## src/rtl/scale_indicator_frame_parser_defines.svh

```systemverilog
// Assertion macros for the weighing indicator frame parser.
// Included by the files that check their own logic; needs no other file.
// The checking forms are compiled out when SYNTHESIS is defined.
`ifndef SCALE_INDICATOR_FRAME_PARSER_DEFINES_SVH
`define SCALE_INDICATOR_FRAME_PARSER_DEFINES_SVH
`ifndef SYNTHESIS
// property checked on every clock edge outside reset
`define SIFP_ASSERT(lbl, prop, msg) \
   lbl: assert property (@(posedge clock) disable iff (reset) prop) else $error(msg);
// property checked on every clock edge, reset included
`define SIFP_ASSERT_ALWAYS(lbl, prop, msg) \
   lbl: assert property (@(posedge clock) prop) else $error(msg);
`else
`define SIFP_ASSERT(lbl, prop, msg)
`define SIFP_ASSERT_ALWAYS(lbl, prop, msg)
`endif
`endif

```

## src/rtl/sifp_pkg.sv

```systemverilog
// Shared types and constants of the weighing indicator frame parser.
// Used by the front classifier, the word queue, the back end and the top level.
`timescale 1ns / 1ps

package sifp_pkg;

   // framing characters
   localparam logic [7:0] STX_CHAR   = 8'h02;
   localparam logic [7:0] ETX_CHAR   = 8'h03;
   localparam logic [7:0] CR_CHAR    = 8'h0D;
   localparam logic [7:0] SOH_CHAR   = 8'h01;
   localparam logic [7:0] MINUS_CHAR = 8'h2D;
   localparam logic [7:0] SPACE_CHAR = 8'h20;
   localparam logic [7:0] ZERO_CHAR  = 8'h30;
   localparam logic [7:0] NINE_CHAR  = 8'h39;

   // frame formats
   localparam logic [1:0] FMT_STATUS  = 2'd0;
   localparam logic [1:0] FMT_DECIMAL = 2'd1;
   localparam logic [1:0] FMT_SEVEN   = 2'd2;

   // terminator position of each format
   localparam int POS_WIDTH = 5;
   localparam logic [POS_WIDTH-1:0] LAST_STATUS  = 5'd16;
   localparam logic [POS_WIDTH-1:0] LAST_DECIMAL = 5'd11;
   localparam logic [POS_WIDTH-1:0] LAST_SEVEN   = 5'd9;

   // result status codes
   localparam logic [1:0] ST_OK       = 2'd0;
   localparam logic [1:0] ST_BAD_TERM = 2'd1;
   localparam logic [1:0] ST_NONDIGIT = 2'd2;

   // register map
   localparam int CSR_ADDR_WIDTH = 3;
   localparam logic CSR_IDX_FORMAT = 1'b0;

   localparam int WEIGHT_WIDTH = 24;
   localparam int TARE_WIDTH   = 20;
   localparam int EXP_WIDTH    = 5;

   // what the back end does with one classified word
   typedef enum logic [2:0] {
      OP_START,
      OP_CODE,
      OP_SIGN_B,
      OP_WEIGHT,
      OP_TARE,
      OP_SIGN,
      OP_DECIMAL,
      OP_TERM
   } op_type;

   // classified word passed from front to back
   typedef struct packed {
      op_type     op;
      logic [1:0] fmt;    // format in force for this byte
      logic [3:0] digit;  // digit value, zero for a non-digit
      logic       bad;    // non-digit in a numeric field
      logic       flag;   // minus sign, status-B bit 1 or bad terminator
      logic       aux;    // sign byte was SOH
      logic [2:0] low3;   // status-A low bits
   } entry_type;

   // queue status seen by the top level
   typedef struct packed {
      logic full;
      logic not_empty;
   } queue_stat_type;

endpackage

```

## src/rtl/sifp_front.sv

```systemverilog
// Front end: tracks frame position and classifies each received byte.
// Depends on sifp_pkg; pushes classified words into sifp_queue.
`timescale 1ns / 1ps

module sifp_front
   import sifp_pkg::*;
(
   input  logic       clock,
   input  logic       reset,
   input  logic [1:0] frame_format,
   input  logic       byte_take,
   input  logic [7:0] rx_byte,
   output logic       push,
   output entry_type  push_word
);

   logic [POS_WIDTH-1:0] pos_ff, pos_in;
   logic [1:0]           fmt;
   logic [POS_WIDTH-1:0] last;
   logic                 is_digit;
   logic                 is_space;
   entry_type            word;
   logic                 word_used;

   // unused selector falls back to the status format
   always_comb begin
      fmt = (frame_format == 2'd3) ? FMT_STATUS : frame_format;
      case (fmt)
         FMT_DECIMAL: last = LAST_DECIMAL;
         FMT_SEVEN:   last = LAST_SEVEN;
         default:     last = LAST_STATUS;
      endcase
   end

   assign is_digit = (rx_byte >= ZERO_CHAR) && (rx_byte <= NINE_CHAR);
   assign is_space = (rx_byte == SPACE_CHAR);

   // classify the byte at the current position
   always_comb begin
      word       = '0;
      word.op    = OP_START;
      word.fmt   = fmt;
      word.digit = is_digit ? rx_byte[3:0] : 4'd0;
      word.low3  = rx_byte[2:0];
      word.aux   = (rx_byte == SOH_CHAR);
      word_used  = 1'b0;
      pos_in     = pos_ff;
      if (pos_ff == '0) begin
         if (rx_byte == STX_CHAR) begin
            word_used = 1'b1;
            pos_in    = 5'd1;
         end
      end else if (pos_ff >= last) begin
         word.op   = OP_TERM;
         word.flag = (fmt == FMT_DECIMAL) ? (rx_byte != ETX_CHAR) : (rx_byte != CR_CHAR);
         word_used = 1'b1;
         pos_in    = '0;
      end else begin
         pos_in = pos_ff + 5'd1;
         case (fmt)
            FMT_DECIMAL: begin
               if (pos_ff == 5'd1) begin
                  word.op   = OP_SIGN;
                  word.flag = (rx_byte == MINUS_CHAR);
                  word_used = 1'b1;
               end else if (pos_ff <= 5'd7) begin
                  word.op   = OP_WEIGHT;
                  word.bad  = !is_digit;
                  word_used = 1'b1;
               end else if (pos_ff == 5'd8) begin
                  word.op   = OP_DECIMAL;
                  word.bad  = !is_digit;
                  word_used = 1'b1;
               end
            end
            FMT_SEVEN: begin
               if (pos_ff == 5'd1) begin
                  word.op   = OP_SIGN;
                  word.flag = (rx_byte == MINUS_CHAR);
                  word_used = 1'b1;
               end else begin
                  word.op   = OP_WEIGHT;
                  word.bad  = !is_digit;
                  word_used = 1'b1;
               end
            end
            default: begin
               word.bad = !is_digit && !is_space;
               if (pos_ff == 5'd1) begin
                  word.op   = OP_CODE;
                  word_used = 1'b1;
               end else if (pos_ff == 5'd2) begin
                  word.op   = OP_SIGN_B;
                  word.flag = rx_byte[1];
                  word_used = 1'b1;
               end else if (pos_ff >= 5'd4 && pos_ff <= 5'd9) begin
                  word.op   = OP_WEIGHT;
                  word_used = 1'b1;
               end else if (pos_ff >= 5'd10) begin
                  word.op   = OP_TARE;
                  word_used = 1'b1;
               end
            end
         endcase
      end
   end

   assign push      = byte_take && word_used;
   assign push_word = word;

   // frame position
   always_ff @(posedge clock) begin
      if (reset) begin
         pos_ff <= '0;
      end else if (byte_take) begin
         pos_ff <= pos_in;
      end
   end

endmodule

```

## src/rtl/sifp_queue.sv

```systemverilog
// Two-word queue between the front classifier and the back end.
// Depends on sifp_pkg for the word type.
`timescale 1ns / 1ps

module sifp_queue
   import sifp_pkg::*;
(
   input  logic           clock,
   input  logic           reset,
   input  logic           push,
   input  entry_type      push_word,
   input  logic           pop,
   output entry_type      pop_word,
   output queue_stat_type stat
);

   entry_type  slot_ff [2];
   logic       wr_ptr_ff, wr_ptr_in;
   logic       rd_ptr_ff, rd_ptr_in;
   logic [1:0] count_ff, count_in;
   logic       do_push;
   logic       do_pop;

   assign stat.full      = (count_ff == 2'd2);
   assign stat.not_empty = (count_ff != 2'd0);
   assign do_push        = push && !stat.full;
   assign do_pop         = pop && stat.not_empty;
   assign pop_word       = slot_ff[rd_ptr_ff];

   // pointers and fill count
   always_comb begin
      wr_ptr_in = do_push ? !wr_ptr_ff : wr_ptr_ff;
      rd_ptr_in = do_pop ? !rd_ptr_ff : rd_ptr_ff;
      count_in  = count_ff + {1'b0, do_push} - {1'b0, do_pop};
   end

   always_ff @(posedge clock) begin
      if (reset) begin
         wr_ptr_ff <= 1'b0;
         rd_ptr_ff <= 1'b0;
         count_ff  <= 2'd0;
      end else begin
         wr_ptr_ff <= wr_ptr_in;
         rd_ptr_ff <= rd_ptr_in;
         count_ff  <= count_in;
      end
   end

   // storage, no reset needed
   always_ff @(posedge clock) begin
      if (do_push) begin
         slot_ff[wr_ptr_ff] <= push_word;
      end
   end

endmodule

```

## src/rtl/sifp_back.sv

```systemverilog
// Back end: accumulates digit fields and builds one result word per frame.
// Depends on sifp_pkg; takes words from sifp_queue, drives the result register.
`timescale 1ns / 1ps

module sifp_back
   import sifp_pkg::*;
(
   input  logic                         clock,
   input  logic                         reset,
   input  logic                         word_valid,
   input  entry_type                    word,
   output logic                         pop,
   output logic                         rsp_valid,
   input  logic                         rsp_ready,
   output logic [1:0]                   rsp_status,
   output logic [WEIGHT_WIDTH-1:0]      rsp_weight_digits,
   output logic [TARE_WIDTH-1:0]        rsp_tare_digits,
   output logic signed [EXP_WIDTH-1:0]  rsp_decimal_exponent,
   output logic                         rsp_value_negative,
   output logic                         rsp_sign_flag
);

   logic [WEIGHT_WIDTH-1:0] wacc_ff, wacc_in;
   logic [TARE_WIDTH-1:0]   tacc_ff, tacc_in;
   logic [3:0]              dcode_ff, dcode_in;
   logic                    minus_ff, minus_in;
   logic                    held_ff, held_in;
   logic                    fault_ff, fault_in;

   logic                    out_valid_ff, out_valid_in;
   logic [1:0]              out_status_ff, out_status_in;
   logic [WEIGHT_WIDTH-1:0] out_weight_ff, out_weight_in;
   logic [TARE_WIDTH-1:0]   out_tare_ff, out_tare_in;
   logic [EXP_WIDTH-1:0]    out_exp_ff, out_exp_in;
   logic                    out_neg_ff, out_neg_in;

   logic                    out_free;
   logic                    is_term;
   logic                    finish;
   logic [1:0]              status;

   // a terminator waits until the result register can take it
   assign out_free = !out_valid_ff || rsp_ready;
   assign is_term  = (word.op == OP_TERM);
   assign pop      = word_valid && (!is_term || out_free);
   assign finish   = pop && is_term;
   assign status   = word.flag ? ST_BAD_TERM : (fault_ff ? ST_NONDIGIT : ST_OK);

   // frame state update
   always_comb begin
      wacc_in  = wacc_ff;
      tacc_in  = tacc_ff;
      dcode_in = dcode_ff;
      minus_in = minus_ff;
      held_in  = held_ff;
      fault_in = fault_ff;
      if (pop) begin
         case (word.op)
            OP_START: begin
               wacc_in  = '0;
               tacc_in  = '0;
               dcode_in = '0;
               minus_in = 1'b0;
               fault_in = 1'b0;
            end
            OP_CODE:   dcode_in = {1'b0, word.low3};
            OP_SIGN_B: minus_in = word.flag;
            OP_WEIGHT: begin
               // times ten is two shifted copies
               wacc_in = (wacc_ff << 3) + (wacc_ff << 1)
                         + {{(WEIGHT_WIDTH-4){1'b0}}, word.digit};
               if (word.bad) begin
                  fault_in = 1'b1;
               end
            end
            OP_TARE: begin
               tacc_in = (tacc_ff << 3) + (tacc_ff << 1)
                         + {{(TARE_WIDTH-4){1'b0}}, word.digit};
               if (word.bad) begin
                  fault_in = 1'b1;
               end
            end
            OP_SIGN: begin
               minus_in = word.flag;
               if (word.fmt == FMT_DECIMAL) begin
                  tacc_in = {{(TARE_WIDTH-1){1'b0}}, word.aux};
               end
            end
            OP_DECIMAL: begin
               dcode_in = word.digit;
               if (word.bad) begin
                  fault_in = 1'b1;
               end
            end
            OP_TERM: begin
               if (status == ST_OK) begin
                  if (word.fmt == FMT_STATUS) begin
                     held_in = minus_ff;
                  end else if (word.fmt == FMT_DECIMAL) begin
                     held_in = minus_ff | tacc_ff[0];
                  end
               end
            end
            default: begin
               wacc_in = wacc_ff;
            end
         endcase
      end
   end

   // result register
   always_comb begin
      out_valid_in  = finish || (out_valid_ff && !rsp_ready);
      out_status_in = out_status_ff;
      out_weight_in = out_weight_ff;
      out_tare_in   = out_tare_ff;
      out_exp_in    = out_exp_ff;
      out_neg_in    = out_neg_ff;
      if (finish) begin
         out_status_in = status;
         out_weight_in = '0;
         out_tare_in   = '0;
         out_exp_in    = '0;
         out_neg_in    = 1'b0;
         if (status == ST_OK) begin
            out_weight_in = wacc_ff;
            case (word.fmt)
               FMT_STATUS: begin
                  out_tare_in = tacc_ff;
                  out_exp_in  = 5'd1 - {1'b0, dcode_ff};
               end
               FMT_DECIMAL: begin
                  out_exp_in = 5'd0 - {1'b0, dcode_ff};
                  out_neg_in = minus_ff;
               end
               default: out_neg_in = minus_ff;
            endcase
         end
      end
   end

   always_ff @(posedge clock) begin
      if (reset) begin
         wacc_ff      <= '0;
         tacc_ff      <= '0;
         dcode_ff     <= '0;
         minus_ff     <= 1'b0;
         held_ff      <= 1'b0;
         fault_ff     <= 1'b0;
         out_valid_ff <= 1'b0;
      end else begin
         wacc_ff      <= wacc_in;
         tacc_ff      <= tacc_in;
         dcode_ff     <= dcode_in;
         minus_ff     <= minus_in;
         held_ff      <= held_in;
         fault_ff     <= fault_in;
         out_valid_ff <= out_valid_in;
      end
   end

   // result payload, no reset needed
   always_ff @(posedge clock) begin
      out_status_ff <= out_status_in;
      out_weight_ff <= out_weight_in;
      out_tare_ff   <= out_tare_in;
      out_exp_ff    <= out_exp_in;
      out_neg_ff    <= out_neg_in;
   end

   assign rsp_valid            = out_valid_ff;
   assign rsp_status           = out_status_ff;
   assign rsp_weight_digits    = out_weight_ff;
   assign rsp_tare_digits      = out_tare_ff;
   assign rsp_decimal_exponent = $signed(out_exp_ff);
   assign rsp_value_negative   = out_neg_ff;
   assign rsp_sign_flag        = held_ff;

endmodule

```

## src/rtl/scale_indicator_frame_parser.sv

```systemverilog
// Top level of the weighing indicator frame parser: CSR, front, queue, back.
// Depends on sifp_pkg, sifp_front, sifp_queue, sifp_back and the defines header.
//
//   channel | ports  | dir | carries
//   --------+--------+-----+-------------------------------------------
//   input   | req_*  | in  | one received byte per word
//   result  | rsp_*  | out | one parsed frame per word
//   config  | csr_*  | in  | frame_format register at byte address 0
//
// One byte is taken every cycle while the queue has room; the front classifier
// and the accumulate step of the back end both run at one word per clock,
// save while a terminator waits for the result register; a terminator byte is
// queued, and its result is registered once the words ahead of it are taken.
// Reset (synchronous) clears the format to 0 and puts the parser in hunting.
// A stalled result holds the back end at the terminator word; the two-word
// queue then fills and req_ready drops only when it is full.
`timescale 1ns / 1ps
`include "scale_indicator_frame_parser_defines.svh"

module scale_indicator_frame_parser
   import sifp_pkg::*;
(
   input  logic                        clock,
   input  logic                        reset,
   // input channel
   input  logic                        req_valid,
   output logic                        req_ready,
   input  logic [7:0]                  req_rx_byte,
   // result channel
   output logic                        rsp_valid,
   input  logic                        rsp_ready,
   output logic [1:0]                  rsp_status,
   output logic [WEIGHT_WIDTH-1:0]     rsp_weight_digits,
   output logic [TARE_WIDTH-1:0]       rsp_tare_digits,
   output logic signed [EXP_WIDTH-1:0] rsp_decimal_exponent,
   output logic                        rsp_value_negative,
   output logic                        rsp_sign_flag,
   // configuration port
   input  logic                        csr_psel,
   input  logic                        csr_penable,
   input  logic                        csr_pwrite,
   input  logic [CSR_ADDR_WIDTH-1:0]   csr_paddr,
   input  logic [31:0]                 csr_pwdata,
   output logic [31:0]                 csr_prdata,
   output logic                        csr_pready
);

   logic [1:0]     fmt_ff, fmt_in;
   logic           csr_write;
   logic           byte_take;
   logic           push;
   entry_type      push_word;
   logic           pop;
   entry_type      pop_word;
   queue_stat_type q_stat;

   // configuration register
   assign csr_pready = 1'b1;
   assign csr_write  = csr_psel && csr_penable && csr_pwrite && csr_pready;
   assign fmt_in     = (csr_write && (csr_paddr[2] == CSR_IDX_FORMAT)) ?
                       csr_pwdata[1:0] : fmt_ff;
   assign csr_prdata = (csr_paddr[2] == CSR_IDX_FORMAT) ? {30'd0, fmt_ff} : 32'd0;

   always_ff @(posedge clock) begin
      if (reset) begin
         fmt_ff <= FMT_STATUS;
      end else begin
         fmt_ff <= fmt_in;
      end
   end

   // input handshake
   assign req_ready = !q_stat.full;
   assign byte_take = req_valid && req_ready;

   sifp_front u_front (
      .clock        (clock),
      .reset        (reset),
      .frame_format (fmt_ff),
      .byte_take    (byte_take),
      .rx_byte      (req_rx_byte),
      .push         (push),
      .push_word    (push_word)
   );

   sifp_queue u_queue (
      .clock     (clock),
      .reset     (reset),
      .push      (push),
      .push_word (push_word),
      .pop       (pop),
      .pop_word  (pop_word),
      .stat      (q_stat)
   );

   sifp_back u_back (
      .clock                (clock),
      .reset                (reset),
      .word_valid           (q_stat.not_empty),
      .word                 (pop_word),
      .pop                  (pop),
      .rsp_valid            (rsp_valid),
      .rsp_ready            (rsp_ready),
      .rsp_status           (rsp_status),
      .rsp_weight_digits    (rsp_weight_digits),
      .rsp_tare_digits      (rsp_tare_digits),
      .rsp_decimal_exponent (rsp_decimal_exponent),
      .rsp_value_negative   (rsp_value_negative),
      .rsp_sign_flag        (rsp_sign_flag)
   );

   // checks
   `SIFP_ASSERT(a_no_overflow, !(push && q_stat.full), "queue overflow")
   `SIFP_ASSERT(a_status_code, rsp_valid |-> (rsp_status != 2'd3), "bad status code")
   `SIFP_ASSERT(a_fault_zero, (rsp_valid && rsp_status != ST_OK) |-> (rsp_weight_digits == '0 && rsp_tare_digits == '0 && rsp_decimal_exponent == '0 && !rsp_value_negative), "faulty frame carries data")
   `SIFP_ASSERT(a_exp_range, rsp_valid |-> (rsp_decimal_exponent >= -5'sd9 && rsp_decimal_exponent <= 5'sd1), "exponent out of range")
   `SIFP_ASSERT_ALWAYS(a_pop_needs_word, pop |-> q_stat.not_empty, "pop from empty queue")

endmodule
```

## config.mk

```make
export PLATFORM = sky130hd
export DESIGN_NAME = scale_indicator_frame_parser
export DESIGN_NICKNAME = d
export VERILOG_FILES = /design/src/rtl/sifp_pkg.sv /design/src/rtl/sifp_front.sv /design/src/rtl/sifp_queue.sv /design/src/rtl/sifp_back.sv /design/src/rtl/scale_indicator_frame_parser.sv
export VERILOG_INCLUDE_DIRS = /design/src /design/src/rtl
export SDC_FILE = /design/constraint.sdc
export NUM_CORES = 1
export LEC_CHECK = 0
export BUFFER_PORTS_ARGS = -buffer_cell sky130_fd_sc_hd__buf_2
export CORE_AREA = 2 2 136 138
export CTS_CLUSTER_DIAMETER = 60
export DETAILED_ROUTE_END_ITERATION = 10
export DIE_AREA = 0 0 138 140
export GPL_ROUTABILITY_DRIVEN = 0
export PLACE_DENSITY = 0.79
export SLEW_MARGIN = 40
export SYNTH_ARGS = -nofsm -noshare
export SYNTH_HDL_FRONTEND = slang
export SYNTH_HIERARCHICAL = 1
export SYNTH_SLANG_ARGS = --single-unit
```

## constraint.sdc

```tcl
create_clock -name clock -period 5.45 [get_ports clock]
set_input_delay 0.545 -clock clock [delete_from_list [all_inputs] [get_ports clock]]
set_output_delay 0.545 -clock clock [all_outputs]
set_load 0.005 [all_outputs]
```

# Yosys cells after proc, flatten, opt, wreduce, memory -nomap -nowiden
# Memories as Yosys holds them, arrays and structs flattened. A register that Yosys moved wholly into a read port is not among the register bits.
# Index checks and enable logic that the tools add are counted.
[classes] addsub=9 multipliers=0 n_div=0 order_cmp=7 eq_ne=24 n_shift=0 mux=57 bitwise_logic=3 reduce_logical=46
[op_table] op="one-hot mux 20 bit (3 select lines)" count=1
[op_table] op="one-hot mux 24 bit (2 select lines)" count=1
[op_table] op="2-to-1 mux 3 bit" count=10
[op_table] op="2-to-1 mux 1 bit" count=27
[op_table] op="adder 24 bit" count=1
[op_table] op="adder 24 x 4 -> 24 bit" count=1
[op_table] op="adder 20 bit" count=1
[op_table] op="adder 20 x 4 -> 20 bit" count=1
[op_table] op="2-to-1 mux 20 bit" count=1
[op_table] op="one-hot mux 5 bit (2 select lines)" count=2
[op_table] op="equality test 8 x 6 -> 1 bit (second input constant)" count=2
[op_table] op="2-to-1 mux 5 bit" count=3
[op_table] op="logical AND 1 bit" count=13
[op_table] op="equality test 3 bit (second input constant)" count=4
[op_table] op="one-hot mux 4 bit (3 select lines)" count=1
[op_table] op="2-to-1 mux 2 bit" count=5
[op_table] op="AND reduction 2 bit" count=5
[op_table] op="nonzero test 2 bit" count=5
[op_table] op="subtractor 1 x 4 -> 5 bit (first input constant)" count=2
[op_table] op="equality test 8 x 1 -> 1 bit (second input constant)" count=1
[op_table] op="equality test 8 x 2 -> 1 bit (second input constant)" count=1
[op_table] op=">= comparator 8 x 6 -> 1 bit (second input constant)" count=1
[op_table] op="less-or-equal comparator 8 x 6 -> 1 bit (second input constant)" count=1
[op_table] op="logical NOT 1 bit" count=8
[op_table] op="other kinds (34)" count=48
[word_totals] ff_bits=115 latch_bits=0 mem_bits_rw=30 rom_bits=0 out_inout_bits=88 word_cells=164 n_memories=1
[mem_list] memory="u_queue.slot_ff" words=2 word_bits=15 rd=1 rd_ports_with_merged_regs=1 wr=1 line_no="sifp_queue.sv:17" rtl="entry_type slot_ff [2];"

# Depth between registers and ports, before layout
[logic_depth] depth_word=12 ltp_mapped=16 depth_no_buf=15

# Cells and area by module
# Netlist, hierarchy kept.
[modules_own_cells] module="sifp_back" instances=1 cells_each=631 area_per_inst_um2=6299.8
[modules_own_cells] module="sifp_queue" instances=1 cells_each=73 area_per_inst_um2=1317.5
[modules_own_cells] module="sifp_front" instances=1 cells_each=121 area_per_inst_um2=849.6
[modules_own_cells] module="scale_indicator_frame_parser" instances=1 cells_each=46 area_per_inst_um2=362.8

# Least setup slack after synthesis
# OpenSTA, ideal clock, no wires.
[synth_path] kind="flip-flop to flip-flop" start="register (tool-made name)" end="register u_back.held_ff (netlist: u_back/rsp_sign_flag)" t_arrival_ps=4329 t_required_ps=5356 path_slack_ps=1027 path_stages_with_launch=10 synth_period_minus_slack_ps=4423 path_cell_list="dfxtp_1 -> buf_2 -> buf_4 -> mux2_1 -> clkbuf_1 -> nand3_1 -> o21a_1 -> nor2b_1 -> a21oi_1 -> a311oi_1"
[synth_lines] element="end signal: assignment" line_no="sifp_back.sv:156" rtl="held_ff <= held_in;"
[synth_lines] element="end: declaration" line_no="sifp_back.sv:27" rtl="logic held_ff, held_in;"

==> impl_metrics.py <==
metrics = {
    "timing": {
        "clock.fmax_mhz": 258,
        "timing.max_slew.rel_slack_pct": 50.3,
        "finalSetupTns_ns": 0,
        "fin_worst_skew_ns": 0.0112,
        "finalSetupViolations": 0,
        "min_period_over_period_pct": 71.2,
        "slew_viol_final": 0,
        "setup_repair_after_global_routing_missed_its_margin": "false",
        "min_tclk_post_route_ns": 3.88,
        "final-hold-violation-count": 0,
        "worst_slew_pin_slew_ns": 0.745,
    },
    "global_route": {
        "gr-usage-met3_pct": 3.38,
        "first_global_vias": 6140,
        "global_route_wire_length_before_repair_mm": 29.9,
        "global_route.usage.met1_pct": 24.6,
        "antenna_found_initial": 0,
        "gr-max-usage-layer": "met2",
        "largest_net_degree_at_the_start_of_global_routing": 47,
        "met2_usage_pct": 31.4,
        "grt_remaining_overflow": 0,
        "grt_use_total_pct": 18.7,
    },
    "die": {
        "dieHeight_um": 140,
        "fp.coreArea_um2": 17800,
        "ios": 138,
        "initial_core_util_pct": 49.7,
        "floorplan_die_area_um2": 19300,
        "std_cell_rows": 49,
        "die_w_um": 138,
    },
    "synthesis": {
        "mappedNetlistArea_um2": 8830,
        "synth.lib_cells_used.distinct": 81,
        "ys_dominant_reg_cell": "edfxtp_1",
        "postSynthRegisterBits": 146,
        "ys.warnings.count": 6,
        "yosysSeqAreaShare_pct": 42.4,
        "asyncSetResetFlopFracSynth_pct": 0,
        "post_syn_area_per_cell_um2": 10.1,
        "synth-edff-count": 82,
        "number_of_instances_in_the_synthesized_netlist": 871,
    },
    "placed_design": {
        "post-dp-hpwl_mm": 12.8,
        "io_buffers": 74,
        "number_of_placed_cells_counting_well_taps": 1142,
    },
    "clock_network": {
        "clock_tree.htree_level_count": 4,
        "ctsHoldBuffers": 0,
        "worst_setup_hold_path_clk_slew_ns": 0.06,
        "cts.repair_timing.setup_buffer_count": 0,
        "tritoncts.num_buffers": 17,
        "cts_root_buffer_type": "clkbuf_16",
        "cts.repair.resized": 0,
        "worst_skew_pair.late_latency_ns": 0.42,
        "cts_max_path_buffers": 2,
        "cts_tree": "built",
        "cts_num_sinks": 146,
    },
    "critical_path": {
        "r2r_slack_ns": 1.57,
        "cp_max_fo": 15,
        "cp-end-kind": "flop",
        "crit_required_ns": 5.74,
        "critPathCapture": "u_back/wacc_ff[20]",
        "worstReg2RegEnd": "u_back/wacc_ff[20]",
        "cp-start-kind": "flop",
        "setup.worst_path.class": "reg2reg",
        "cp_data_arrival_time_ns": 4.17,
        "reg2reg_depth": 12,
    },
    "run": {
        "max-cap-violations": 0,
    },
    "power": {
        "static-leakage-power_nw": 4.33,
        "power_mw": 2.46,
        "areal_power_density_over_the_cells_nw_per_um2": 248,
        "irDropWorstVdd_mv": 0.230,
    },
    "drt": {
        "drt-wirelength-per-cell_um": 15.3,
        "number_of_antenna_violating_nets_in_the_routed_design": 0,
        "viasPerCell": 5.54,
        "detailroute.via_count": 6509,
        "starting_drt_drc_count": 342,
        "drt_wl_total_mm": 18.0,
        "first_pass_iters": 5,
        "route.detailed.drc": 0,
    },
    "finish": {
        "layout.core_utilization_pct": 55.8,
        "post_route_cells_drive_above_1_share_pct": 14.9,
        "antenna_cells_inserted": 0,
        "post_layout_nonfiller_instances": 1174,
        "area.growth.synth_to_final_pct": 12.4,
        "fin_nets": 1076,
    },
    "status": {
        "run_status": "finished clean",
    },
    "worst_hold_path": {
        "holdCritPathClass": "in2reg",
    },
}
kinds of logic (layout without fill, tap and decap cells):
group	count (synthesis)	count (layout)	synth area share, %
AO/OA/AOI/OAI	201	201	15.5
XOR/XNOR	42	42	4.17
adder cells (fa/ha/maj)	94	94	13.7
buffers and inverters	106	151	6.08
flip-flops	146	146	42.4
multiplexers	20	20	2.48
other	2	31	0.0851
AND/OR/NAND/NOR	260	260	15.6
area by class of cell:
type	count	area (um^2)
Tap cell	229	287
Timing Repair Buffer	79	428
Inverter	40	150
Clock buffer	19	453
Multi-Input combinational cell	648	4670
Sequential cell	146	3740
Clock inverter	13	198
Fill cell	1523	7850
placed cells by master (no fill, tap or decap), types with 6 or more instances in the layout:
master,netlist,layout
nor2_1,66,65
nor4_1,8,8
o21ai_1,8,8
inv_1,39,39
o21a_1,6,6
nand2b_1,13,13
o21ai_0,39,39
mux2_1,15,15
xnor2_1,29,29
a21o_1,14,14
clkbuf_16,0,17
nand4_1,6,6
conb_1,2,31
dfxtp_1,64,64
buf_2,5,74
xor2_1,13,13
a22o_1,12,12
a31oi_1,10,10
nor3_1,7,7
a21oi_1,47,47
a22oi_1,17,17
nor2b_1,13,12
edfxtp_1,82,82
a211oi_1,10,10
and2_1,47,47
nand3_1,17,17
nand2_1,48,48
ha_1,90,90
power breakdown:
part / internal [mW] / total [mW] / leakage (nW) / switching (mW)
registers: 1.15 / 1.15 / 1.32 / 0.000785
logic: 0.0132 / 0.0426 / 2.70 / 0.0294
clock network: 0.798 / 1.27 / 0.315 / 0.468
total: 1.96 / 2.46 / 4.33 / 0.498
cell usage after synthesis (14+ instances only):
cell type   n  area, um^2
a21o_1     14         105
a21oi_1    47         235
a22oi_1    17         128
and2_1     47         294
buf_4      35         263
clkbuf_1   25        93.8
dfxtp_1    64        1280
edfxtp_1   82        2460
ha_1       90        1130
inv_1      39         146
mux2_1     15         169
nand2_1    48         180
nand3_1    17        85.1
nor2_1     66         248
o21ai_0    39         195
xnor2_1    29         254
flip-flops by register name, summed over array words and instances (netlist names), named ones only:
signal and count:
fmt_ff 2, u_back/dcode_ff 4, u_back/fault_ff 1, u_back/minus_ff 1
u_back/rsp_decimal_exponent 5, u_back/rsp_sign_flag 1, u_back/rsp_status 2, u_back/rsp_tare_digits 20
u_back/rsp_valid 1, u_back/rsp_value_negative 1, u_back/rsp_weight_digits 24, u_back/tacc_ff 20
u_back/wacc_ff 24, u_front/pos_ff 5, u_queue/count_ff 2, u_queue/rd_ptr_ff 1
u_queue/slot_ff 30, u_queue/wr_ptr_ff 1
routing by layer:
| metal | up-vias | share of wire (%) | wire (um) |
|---|---|---|---|
| met5 | - | 0 | 0 |
| met4 | 0 | 1.2 | 211 |
| met3 | 17 | 5.5 | 996 |
| met2 | 225 | 48 | 8610 |
| met1 | 3045 | 45 | 8130 |
| li1 | 3222 | - | - |
per-stage QoR:
step | hold WS (ns) | setup slack [ns] | instance area, um^2
floorplan | 0.421 | 1.03 | 8940
global placement | 0.432 | 1.66 | 9250
detailed placement | 0.457 | 1.63 | 9280
CTS | 0.361 | 1.57 | 9930
global route | 0.388 | 1.34 | 9930
finish | 0.377 | 1.57 | 9930
worst max-delay path: stages (launching register included):
cell	delay, ns
dfxtp_1	0.75
mux2_1	0.43
inv_1	0.17
fa_1	0.46
fa_1	0.44
and2b_1	0.22
o21a_1	0.14
o21ai_1	0.10
a21oi_1	0.25
nor2_1	0.15
o41ai_2	0.39
xnor2_1	0.15
o21ai_1	0.07
worst min-delay path by stage:
stage                       start                     to  slack (ns)  depth (start not counted)
2_1_floorplan  u_back/wacc_ff[23]     u_back/wacc_ff[23]        0.42                          2
3_3_place_gp   u_back/wacc_ff[23]     u_back/wacc_ff[23]        0.43                          2
3_5_place_dp   u_back/wacc_ff[23]     u_back/wacc_ff[23]        0.46                          2
4_1_cts             csr_pwdata[0]              fmt_ff[0]        0.36                          3
5_1_grt            req_rx_byte[0]  u_queue/slot_ff[1][0]        0.39                          1
6_report            csr_pwdata[0]              fmt_ff[0]        0.38                          3
Power figures use the tool's default switching activity.
